<file path="src/rtl/core/digit_dominance_prefix_count_macros.svh">
// ----------------------------------------------------------------------------
// digit_dominance_prefix_count assertion macros
// Clocked, reset-gated property wrappers shared by the RTL.
// ----------------------------------------------------------------------------
`ifndef DIGIT_DOMINANCE_PREFIX_COUNT_MACROS_SVH
`define DIGIT_DOMINANCE_PREFIX_COUNT_MACROS_SVH

// same-cycle implication
`define DDPC_ASSERT_NOW(label, clk, rst_n, ante, cons) \
    label: assert property (@(posedge clk) disable iff (!rst_n) (ante) |-> (cons)) \
        else $error("assertion failed");

// next-cycle implication
`define DDPC_ASSERT_NEXT(label, clk, rst_n, ante, cons) \
    label: assert property (@(posedge clk) disable iff (!rst_n) (ante) |=> (cons)) \
        else $error("assertion failed");

`endif

</file>
<file path="src/rtl/core/ddpc_pkg.sv">
// ----------------------------------------------------------------------------
// ddpc_pkg
// Shared constants for the digit dominance prefix counter.
// ----------------------------------------------------------------------------
`default_nettype none
package ddpc_pkg;
    localparam int MAX_DIGITS_DEF = 64;
    localparam int BASE_BITS_DEF  = 16;
    localparam int VAL_BITS       = 64;
    localparam int BASE_RESET     = 2;
endpackage
`default_nettype wire

</file>
<file path="src/rtl/core/digit_dominance_prefix_count.sv">
// ----------------------------------------------------------------------------
// digit_dominance_prefix_count
// Counts x below n whose base-p digits never exceed those of m, and the rest of [0, n).
// ----------------------------------------------------------------------------
// Usage:
//   Input request (i_bound_m, i_limit_n) is taken when i_in_valid is high
//   and o_in_stall is low. o_in_stall is high while a request is in work.
//   Base p is written through i_cfg_we / i_cfg_data while idle; 0 and 1
//   act as 2. Reset sets the base to 2 and empties the block.
//   Per digit position, two lockstep shift-subtract dividers produce the
//   digits of n-1 and m, then a shift-add multiplier forms the count term
//   and next weight. Digits run from the bottom up until both quotients
//   reach zero or MAX_DIGITS are done. One request at a time.
//   The result sits in an output register (o_out_valid); if the receiver
//   stalls, the result holds and a finished next result waits in the
//   core until the register is free.
// ----------------------------------------------------------------------------
`default_nettype none
module digit_dominance_prefix_count #(
    parameter int MAX_DIGITS = ddpc_pkg::MAX_DIGITS_DEF,
    parameter int BASE_BITS  = ddpc_pkg::BASE_BITS_DEF
) (
    input  wire logic                 i_clk,
    input  wire logic                 i_rst_n,
    input  wire logic                 i_cfg_we,
    input  wire logic [BASE_BITS-1:0] i_cfg_data,
    input  wire logic                 i_in_valid,
    output logic                      o_in_stall,
    input  wire logic [63:0]          i_bound_m,
    input  wire logic [63:0]          i_limit_n,
    output logic                      o_out_valid,
    input  wire logic                 i_out_stall,
    output logic [63:0]               o_hit_count,
    output logic [63:0]               o_dominated_count
);
    `include "digit_dominance_prefix_count_macros.svh"

    localparam int VB = ddpc_pkg::VAL_BITS;
    localparam int MW = $clog2(BASE_BITS + 2);
    localparam int DW = $clog2(MAX_DIGITS + 1);

    localparam logic [1:0] ST_IDLE = 2'd0;
    localparam logic [1:0] ST_DIV  = 2'd1;
    localparam logic [1:0] ST_MUL  = 2'd2;
    localparam logic [1:0] ST_FIN  = 2'd3;

    logic [1:0]           r_state, n_state;
    logic [BASE_BITS-1:0] r_base;
    logic [BASE_BITS-1:0] base_eff;
    logic [VB-1:0]        r_y, n_y, r_m, n_m, r_n, n_n;
    logic [BASE_BITS-1:0] r_y_rem, n_y_rem, r_m_rem, n_m_rem;
    logic [5:0]           r_cnt, n_cnt;
    logic [MW-1:0]        r_mcnt, n_mcnt;
    logic [DW-1:0]        r_dig, n_dig;
    logic [BASE_BITS:0]   r_mc, n_mc, r_mf, n_mf;
    logic [VB-1:0]        r_ma, n_ma, r_pc, n_pc, r_pw, n_pw;
    logic [VB-1:0]        r_acc, n_acc, r_w, n_w;
    logic                 r_gt, n_gt, r_zero, n_zero;
    logic                 r_ov, n_ov;
    logic [VB-1:0]        r_hit, n_hit, r_dom, n_dom;
    logic                 in_acc;
    logic [BASE_BITS:0]   y_sh, m_sh, y_dif, m_dif, mi1;
    logic                 y_ge, m_ge;
    logic [VB-1:0]        dom_fin, pc_fin, pw_fin;

    assign base_eff = (r_base < BASE_BITS'(2)) ? BASE_BITS'(2) : r_base;
    assign in_acc   = i_in_valid && !o_in_stall;

    // lockstep shift-subtract divider steps, one per operand
    assign y_sh  = {r_y_rem, r_y[VB-1]};
    assign m_sh  = {r_m_rem, r_m[VB-1]};
    assign y_dif = y_sh - {1'b0, base_eff};
    assign m_dif = m_sh - {1'b0, base_eff};
    assign y_ge  = y_sh >= {1'b0, base_eff};
    assign m_ge  = m_sh >= {1'b0, base_eff};

    // shift-add multiplier final step values
    assign pc_fin  = r_mc[0] ? r_pc + r_ma : r_pc;
    assign pw_fin  = r_mf[0] ? r_pw + r_ma : r_pw;
    assign dom_fin = r_zero ? '0 : r_acc;

    always_comb begin
        n_state = r_state; n_y = r_y; n_m = r_m; n_n = r_n;
        n_y_rem = r_y_rem; n_m_rem = r_m_rem; n_cnt = r_cnt; n_mcnt = r_mcnt;
        n_dig = r_dig; n_mc = r_mc; n_mf = r_mf; n_ma = r_ma; n_pc = r_pc;
        n_pw = r_pw; n_acc = r_acc; n_w = r_w; n_gt = r_gt; n_zero = r_zero;
        n_ov = r_ov; n_hit = r_hit; n_dom = r_dom;
        mi1 = '0;
        if (r_ov && !i_out_stall) begin
            n_ov = 1'b0;
        end
        case (r_state)
            ST_IDLE: begin
                if (in_acc) begin
                    n_n     = i_limit_n;
                    n_y     = i_limit_n - VB'(1);
                    n_m     = i_bound_m;
                    n_zero  = (i_limit_n == '0);
                    n_acc   = VB'(1);
                    n_w     = VB'(1);
                    n_dig   = '0;
                    n_cnt   = '0;
                    n_y_rem = '0;
                    n_m_rem = '0;
                    n_state = (i_limit_n == '0) ? ST_FIN : ST_DIV;
                end
            end
            ST_DIV: begin
                n_y     = {r_y[VB-2:0], y_ge};
                n_m     = {r_m[VB-2:0], m_ge};
                n_y_rem = y_ge ? y_dif[BASE_BITS-1:0] : y_sh[BASE_BITS-1:0];
                n_m_rem = m_ge ? m_dif[BASE_BITS-1:0] : m_sh[BASE_BITS-1:0];
                n_cnt   = r_cnt + 6'd1;
                if (r_cnt == 6'd63) begin
                    // digits ready: set up the two products
                    mi1     = {1'b0, n_m_rem} + (BASE_BITS+1)'(1);
                    n_gt    = n_y_rem > n_m_rem;
                    n_mc    = ({1'b0, n_y_rem} < mi1) ? {1'b0, n_y_rem} : mi1;
                    n_mf    = mi1;
                    n_ma    = r_w;
                    n_pc    = '0;
                    n_pw    = '0;
                    n_mcnt  = '0;
                    n_state = ST_MUL;
                end
            end
            ST_MUL: begin
                n_pc   = pc_fin;
                n_pw   = pw_fin;
                n_ma   = {r_ma[VB-2:0], 1'b0};
                n_mc   = r_mc >> 1;
                n_mf   = r_mf >> 1;
                n_mcnt = r_mcnt + MW'(1);
                if (r_mcnt == MW'(BASE_BITS)) begin
                    // fold this digit into the running count
                    n_acc   = pc_fin + (r_gt ? '0 : r_acc);
                    n_w     = pw_fin;
                    n_dig   = r_dig + DW'(1);
                    n_cnt   = '0;
                    n_y_rem = '0;
                    n_m_rem = '0;
                    if (r_dig == DW'(MAX_DIGITS - 1) || (r_y == '0 && r_m == '0)) begin
                        n_state = ST_FIN;
                    end else begin
                        n_state = ST_DIV;
                    end
                end
            end
            ST_FIN: begin
                if (!r_ov || !i_out_stall) begin
                    n_ov    = 1'b1;
                    n_dom   = dom_fin;
                    n_hit   = r_n - dom_fin;
                    n_state = ST_IDLE;
                end
            end
            default: begin
                n_state = ST_IDLE;
            end
        endcase
    end

    // control registers
    always_ff @(posedge i_clk) begin
        if (!i_rst_n) begin
            r_state <= ST_IDLE;
            r_ov    <= 1'b0;
            r_base  <= BASE_BITS'(ddpc_pkg::BASE_RESET);
        end else begin
            r_state <= n_state;
            r_ov    <= n_ov;
            if (i_cfg_we) begin
                r_base <= i_cfg_data;
            end
        end
    end

    // datapath registers
    always_ff @(posedge i_clk) begin
        r_y <= n_y; r_m <= n_m; r_n <= n_n;
        r_y_rem <= n_y_rem; r_m_rem <= n_m_rem;
        r_cnt <= n_cnt; r_mcnt <= n_mcnt; r_dig <= n_dig;
        r_mc <= n_mc; r_mf <= n_mf; r_ma <= n_ma; r_pc <= n_pc; r_pw <= n_pw;
        r_acc <= n_acc; r_w <= n_w; r_gt <= n_gt; r_zero <= n_zero;
        r_hit <= n_hit; r_dom <= n_dom;
    end

    assign o_in_stall        = (r_state != ST_IDLE);
    assign o_out_valid       = r_ov;
    assign o_hit_count       = r_hit;
    assign o_dominated_count = r_dom;

    `DDPC_ASSERT_NEXT(a_accept_busy, i_clk, i_rst_n, in_acc, r_state != ST_IDLE)
    `DDPC_ASSERT_NOW(a_rem_below_base, i_clk, i_rst_n, r_state == ST_MUL, (r_y_rem < base_eff) && (r_m_rem < base_eff))
    `DDPC_ASSERT_NOW(a_digit_bound, i_clk, i_rst_n, r_state == ST_DIV || r_state == ST_MUL, r_dig < DW'(MAX_DIGITS))
    `DDPC_ASSERT_NEXT(a_out_drain, i_clk, i_rst_n, r_ov && !i_out_stall && r_state != ST_FIN, !r_ov)
endmodule
`default_nettype wire

</file>
<file path="config.mk">
export PLATFORM = sky130hd
export DESIGN_NAME = digit_dominance_prefix_count
export DESIGN_NICKNAME = d
export VERILOG_FILES = /design/src/rtl/core/ddpc_pkg.sv /design/src/rtl/core/digit_dominance_prefix_count.sv
export VERILOG_INCLUDE_DIRS = /design/src /design/src/rtl/core
export SDC_FILE = /design/constraint.sdc
export NUM_CORES = 2
export LEC_CHECK = 0
export ABC_AREA = 0
export BUFFER_PORTS_ARGS = -buffer_cell sky130_fd_sc_hd__buf_2
export CELL_PAD_IN_SITES_DETAIL_PLACEMENT = 1
export CELL_PAD_IN_SITES_GLOBAL_PLACEMENT = 2
export CORE_ASPECT_RATIO = 0.8
export CORE_UTILIZATION = 33
export DETAILED_ROUTE_END_ITERATION = 8
export PLACE_DENSITY = 0.79
export REMOVE_ABC_BUFFERS = 1
export SYNTH_ARGS = -nofsm -noshare
export SYNTH_HDL_FRONTEND = slang
export SYNTH_SLANG_ARGS = --single-unit
</file>
<file path="constraint.sdc">
create_clock -name i_clk -period 25.5 [get_ports i_clk]
set_input_delay 2.55 -clock i_clk [delete_from_list [all_inputs] [get_ports i_clk]]
set_output_delay 2.55 -clock i_clk [all_outputs]
set_load 0.01 [all_outputs]
</file>
---- Yosys cells after proc, flatten, opt, wreduce, memory -nomap -nowiden ----
Index checks and enable logic that the tools add are counted.
storage, ports and cells
  register bits after elaboration ......... 745
  input port bits ......................... 149
operators by class
  $add $sub $neg .......................... 11
  $lt $le $gt $ge ......................... 5
  equality and inequality tests ........... 10
  mux-type cells .......................... 48
  reduce and logical (&&, ||, !) cells .... 25
operators by type and width
  cell                   count
  $pmux 64 s2            7
  $mux 64                11
  $add 64x64->64         3
  $logic_not 64->1       3
  $pmux 16 s3            2
  $mux 16                5
  $pmux 17 s2            2
  $sub 64x1->64 const B  1
  $sub 64x64->64         1
  $mux 17                3
  $ge 17x16->1           2
  $sub 16x16->16         2
  $pmux 6 s3             1
  $add 16x1->17 const B  1
  $lt 16x17->1           1
  $gt 16x16->1           1
  $lt 16x2->1 const B    1
  $mux 7                 2
  $pmux 7 s2             1
  $mux 2                 6
  $mux 6                 2
  $pmux 5 s2             1
  $reduce_and 2->1       5
  $ne 2x2->1 const B     4
  19 further kinds       31

---- Logic depth before layout (Yosys ltp) ----
  depth after elaboration ................. 9
  gate-level depth with buffers ........... 30
  mapped depth without buffers ............ 27

---- Worst setup path before layout ----
Ideal clock, no wire load.
  kind .................................... register to register
  start ................................... reg r_state[0]
  end ..................................... reg r_ma[0], enable pin
  setup time .............................. 1142 ps
  arrival time ............................ 17172 ps
  required time ........................... 24358 ps
  setup slack ............................. 7186 ps
  stages on the path, launching flop included .. 6
  path buffers ............................ 3
  cells stage by stage .................... dfxtp_1 -> clkbuf_1 -> nand2b_1 -> clkbuf_1 -> clkbuf_1 -> o21ai_0
between the ends
  word-level cells in the longest chain between the ends .. 3
  elaborated cells on any way between the ends .. 5
  classes of those cells .................. 3 x eq/ne; 2 x reduce/logical
RTL lines
  what                                                       line                                 text
  from (decl)                                                digit_dominance_prefix_count.sv:47   logic [1:0] r_state, n_state;
  from (signal assigned)                                     digit_dominance_prefix_count.sv:170  r_state <= n_state;
  $eq 2x1->1 or $eq 2x2->1 (tied branches)                   digit_dominance_prefix_count.sv:92   case (r_state)
  $ne 2x2->1 (no line) or $reduce_bool 2->1 (tied branches)  --
  $reduce_and 2->1 (no line) *                               --
  to (signal assigned)                                       digit_dominance_prefix_count.sv:183  r_mc <= n_mc; r_mf <= n_mf; r_ma <= n_ma; r_pc <= n_pc; r_pw <= n_pw;
  to (decl)                                                  digit_dominance_prefix_count.sv:56   logic [VB-1:0] r_ma, n_ma, r_pc, n_pc, r_pw, n_pw;
Every way passes the cells marked *; elsewhere a longest branch is shown, timed or not.
A chain may end at the register's enable or synchronous reset.

---- Final worst setup path ----
  start ................................... reg r_base[14]
  end ..................................... reg r_mc[4], data pin
between the ends
  word-level cells in the longest chain between the ends .. 9
  elaborated cells on any way between the ends .. 13
  classes of those cells .................. 3 x add/sub; 4 x order compare; 6 x mux
RTL lines
  what                                            line                                                                    text
  from (decl)                                     digit_dominance_prefix_count.sv:48                                      logic [BASE_BITS-1:0] r_base;
  from (signal assigned)                          digit_dominance_prefix_count.sv:168                                     r_base <= BASE_BITS'(ddpc_pkg::BASE_RESET);
  from (signal assigned)                          digit_dominance_prefix_count.sv:173                                     r_base <= i_cfg_data;
  $lt 16x2->1                                     digit_dominance_prefix_count.sv:66                                      assign base_eff = (r_base < BASE_BITS'(2)) ? BASE_BITS'(2) : r_base;
  $mux 16 *                                       digit_dominance_prefix_count.sv:66
  $sub 16x16->16 or $ge 17x16->1 (tied branches)  digit_dominance_prefix_count.sv:73, digit_dominance_prefix_count.sv:75
  $mux 16                                         digit_dominance_prefix_count.sv:112                                     n_m_rem = m_ge ? m_dif[BASE_BITS-1:0] : m_sh[BASE_BITS-1:0];
  $add 16x1->17                                   digit_dominance_prefix_count.sv:116                                     mi1 = {1'b0, n_m_rem} + (BASE_BITS+1)'(1);
  $lt 16x17->1                                    digit_dominance_prefix_count.sv:118                                     n_mc = ({1'b0, n_y_rem} < mi1) ? {1'b0, n_y_rem} : mi1;
  $mux 17 *                                       digit_dominance_prefix_count.sv:118
  $mux 17 *                                       digit_dominance_prefix_count.sv:114                                     if (r_cnt == 6'd63) begin
  $pmux 17 s2 *                                   digit_dominance_prefix_count.sv:92
  named net n_mc[4]                               digit_dominance_prefix_count.sv:55                                      logic [BASE_BITS:0] r_mc, n_mc, r_mf, n_mf;
  to (signal assigned)                            digit_dominance_prefix_count.sv:183
  to (decl)                                       digit_dominance_prefix_count.sv:55
The timed path passes the listed nets; every way through them passes the cells marked *. The select of a mux whose other input is x is not followed.

==> impl_metrics.tcl <==
set metrics [dict create \
    grt_usage_pct 20.7 \
    grt_pass1_wl_um 233000 \
    overflow 0 \
    antenna_found_initial 21 \
    place.gp.congestion 0.899 \
    slowest_stage "nor2_1" \
    drtIter0Drc 2611 \
    syn_area_um2 47500 \
    num-nets-final 5482 \
    min_period_ns 7.56 \
    synth-edff-count 726 \
    clock_tree.root_cell "clkbuf_16" \
    cp_max_fo 11 \
    core.rowCount 124 \
    die_y_um 341 \
    first_pass_iters 5 \
    final_hold_viol_count 0 \
    grt_pass1_vias 37837 \
    status "completed" \
    max_cap_viol_count 0 \
    die_x_um 426 \
    syn_area_per_cell_um2 9.94 \
    num_io_pins 279 \
    cts.repair.resized 0 \
    fin_ws_ns 17.94 \
    wire_per_inst_um 22.0 \
    layoutNonFillerInstCount 6971 \
    yosysSeqAreaShare_pct 46.7 \
    final_cell_mix "726 x edfxtp_1, 672 x nand2_1, 351 x nor2_1" \
    crit_chain "nor4_1 -> a41oi_1 -> ha_1 -> nor2b_1 -> o21ai_0 -> a21boi_1 -> o21ai_0 -> a21o_1 -> a211o_1 -> nand2_1 -> nand2_1 -> a21boi_0 -> ha_1 -> inv_1 -> or4b_2 -> o2bb2ai_1 -> ha_1 -> o21a_1 -> o21a_1 -> o21a_1 -> o2111ai_1 -> a31o_2 -> nor2_1 -> a311oi_1" \
    antenna_left 0 \
    hold_buffers 0 \
    setup_viol 0 \
    io_buffers 278 \
    slew_viol_final 0 \
    postPlaceCellArea_um2 51000 \
    grt_max_degree 91 \
    htreeDepth 3 \
    fin_skew_ns 0.0352 \
    critPathRequiredTime_ns 25.90 \
    synth_ff_type "edfxtp_1" \
    synth_seq_cells 745 \
    placed_cells_incl_taps 6805 \
    post-place-ws_ns 18.01 \
    clockBufferDepth 3 \
    tightest_slew_ns 1.20 \
    cts_tree "built" \
    yosysWarnings 0 \
    viasPerCell 5.35 \
    initial_core_util_pct 33.3 \
    post_cts_buffers 0 \
    critical_path_arrival_ns 7.96 \
    vias 37277 \
    core_um2 143000 \
    place_hpwl_um 116000 \
    max_stage_delay_ns 0.71 \
    powerDensity_nw_per_um2 83.2 \
    cp-end-kind "register" \
    cp-start-kind "register" \
    tns_ns 0 \
    async_reset_ff_share_pct 0 \
    numCtsBuffers 88 \
    routed_wl_um 154000 \
    layout-drive-gt1-share_pct 11.4 \
    hold_class "reg -> reg" \
    areaGrowthSynthToFinish_pct 13.4 \
    synth_cells 4779 \
    final_util_pct 37.7 \
    p_leak_nw 21.7 \
    yosysUniqueCellTypes 94 \
    path_clk_slew_ns 0.07 \
    drc_errors 0 \
    maxSlewHeadroom_pct 20.2 \
    fp.dieArea_um2 146000 \
    hold_ws_ns 0.497 \
    postLayoutCellArea_um2 53900 \
    clock-sinks 745 \
    grt_setup_unrepaired "false" \
    crit_type "reg -> reg" \
    max_freq_ghz 0.132 \
    final_common_cell "edfxtp_1" \
    ir_drop_v 0.0000545 \
    finalCritPeriodShare_pct 29.6 \
    finalPower_mw 4.48 \
    clock_latency_ns 0.71 \
]
[Yosys cell counts, types with 9 or more instances]
master / n / area, um2
buf_1: 19 / 71.3
a31o_2: 11 / 96.3
nand4_1: 67 / 419
clkbuf_1: 164 / 616
o21bai_1: 48 / 360
o31a_1: 13 / 114
nand2b_1: 116 / 726
a21o_1: 198 / 1490
a21oi_1: 327 / 1640
o31ai_1: 19 / 143
nor2_1: 354 / 1330
xor2_1: 116 / 1020
and3_1: 36 / 225
nor4_1: 55 / 344
o21a_1: 53 / 398
ha_1: 322 / 4030
a211oi_1: 29 / 218
and2_1: 84 / 526
a31oi_1: 36 / 225
nand2_1: 672 / 2520
a21boi_0: 13 / 97.6
or3_1: 28 / 175
nand3_1: 74 / 370
nor3b_1: 21 / 158
o21ai_1: 10 / 50.1
nor3_1: 95 / 475
edfxtp_1: 726 / 21800
o21ai_0: 241 / 1210
a211o_1: 9 / 78.8
xnor2_1: 188 / 1650
nor2b_1: 114 / 713
inv_1: 166 / 623
mux2_2: 60 / 676
o211ai_1: 18 / 135
mux2i_1: 77 / 771
dfxtp_1: 19 / 380
or4_1: 9 / 67.6
or2_2: 20 / 125
[worst max-delay path, delay by kind of cell (launching register included)]
family,cells,cell delay (ns)
AO/OA/AOI/OAI,14,3.34
AND/OR/NAND/NOR,6,2.44
adder cells (fa/ha/maj),3,1.01
flip-flops,1,0.32
buffers and inverters,1,0.11
[cells by family (layout without fill, tap and decap cells)]
group / after synthesis / count (layout) / synth area share, %
buf+inv: 355 / 649 / 2.81
flops: 745 / 745 / 46.7
compound gates: 1118 / 1118 / 15.0
other cells: 1 / 9 / 0.00789
mux: 137 / 137 / 3.04
fa+ha+maj: 328 / 328 / 8.73
simple gates: 1791 / 1791 / 18.2
xor+xnor: 304 / 304 / 5.60
[registers in the layout, indices dropped and copies added (netlist names)]
name	cells
r_zero	1
r_state	2
r_m_rem	16
r_acc	64
r_dig	7
r_mf	17
r_gt	1
r_ma	64
r_pw	64
r_base	16
r_w	64
r_pc	64
o_out_valid	1
r_cnt	6
o_hit_count	64
r_m	64
r_mc	17
r_mcnt	5
r_y	64
r_n	64
o_dominated_count	64
r_y_rem	16
[cell type report]
| class | count | area (um2) |
|---|---|---|
| Clock inverter | 51 | 588 |
| Clock buffer | 107 | 2290 |
| Tap cell | 1890 | 2360 |
| Fill cell | 16144 | 89000 |
| Timing Repair Buffer | 323 | 1730 |
| Multi-Input combinational cell | 3679 | 24100 |
| Inverter | 168 | 631 |
| Sequential cell | 745 | 22200 |
| Antenna cell | 8 | 20.0 |
[worst paths after layout]
kind               from         to  slack, ns  cells past startpoint
max reg2reg  r_base[14]    r_mc[4]      17.94                     24
max          r_base[14]    r_mc[4]      17.94                     24
min           r_base[0]  r_base[0]       0.50                      2
min reg2reg   r_base[0]  r_base[0]       0.50                      2
[where the power goes]
part           total (mW)  leakage [nW]  internal (mW)  switching, mW
Combinational        1.56          13.2          0.597          0.965
Sequential           1.62          7.10           1.54         0.0773
Clock                1.30          1.40          0.753          0.550
Total                4.48          21.7           2.89           1.59
[per-layer routing]
metal	global-route usage (%)	share of wire, %	vias to the layer above
met2	32.6	45	710
li1	-	-	17878
met1	28.8	47	18438
met3	3.28	4.1	229
met5	0	0.092	-
met4	7.09	3.6	22
Note: power is estimated with default switching activity, not from simulation.
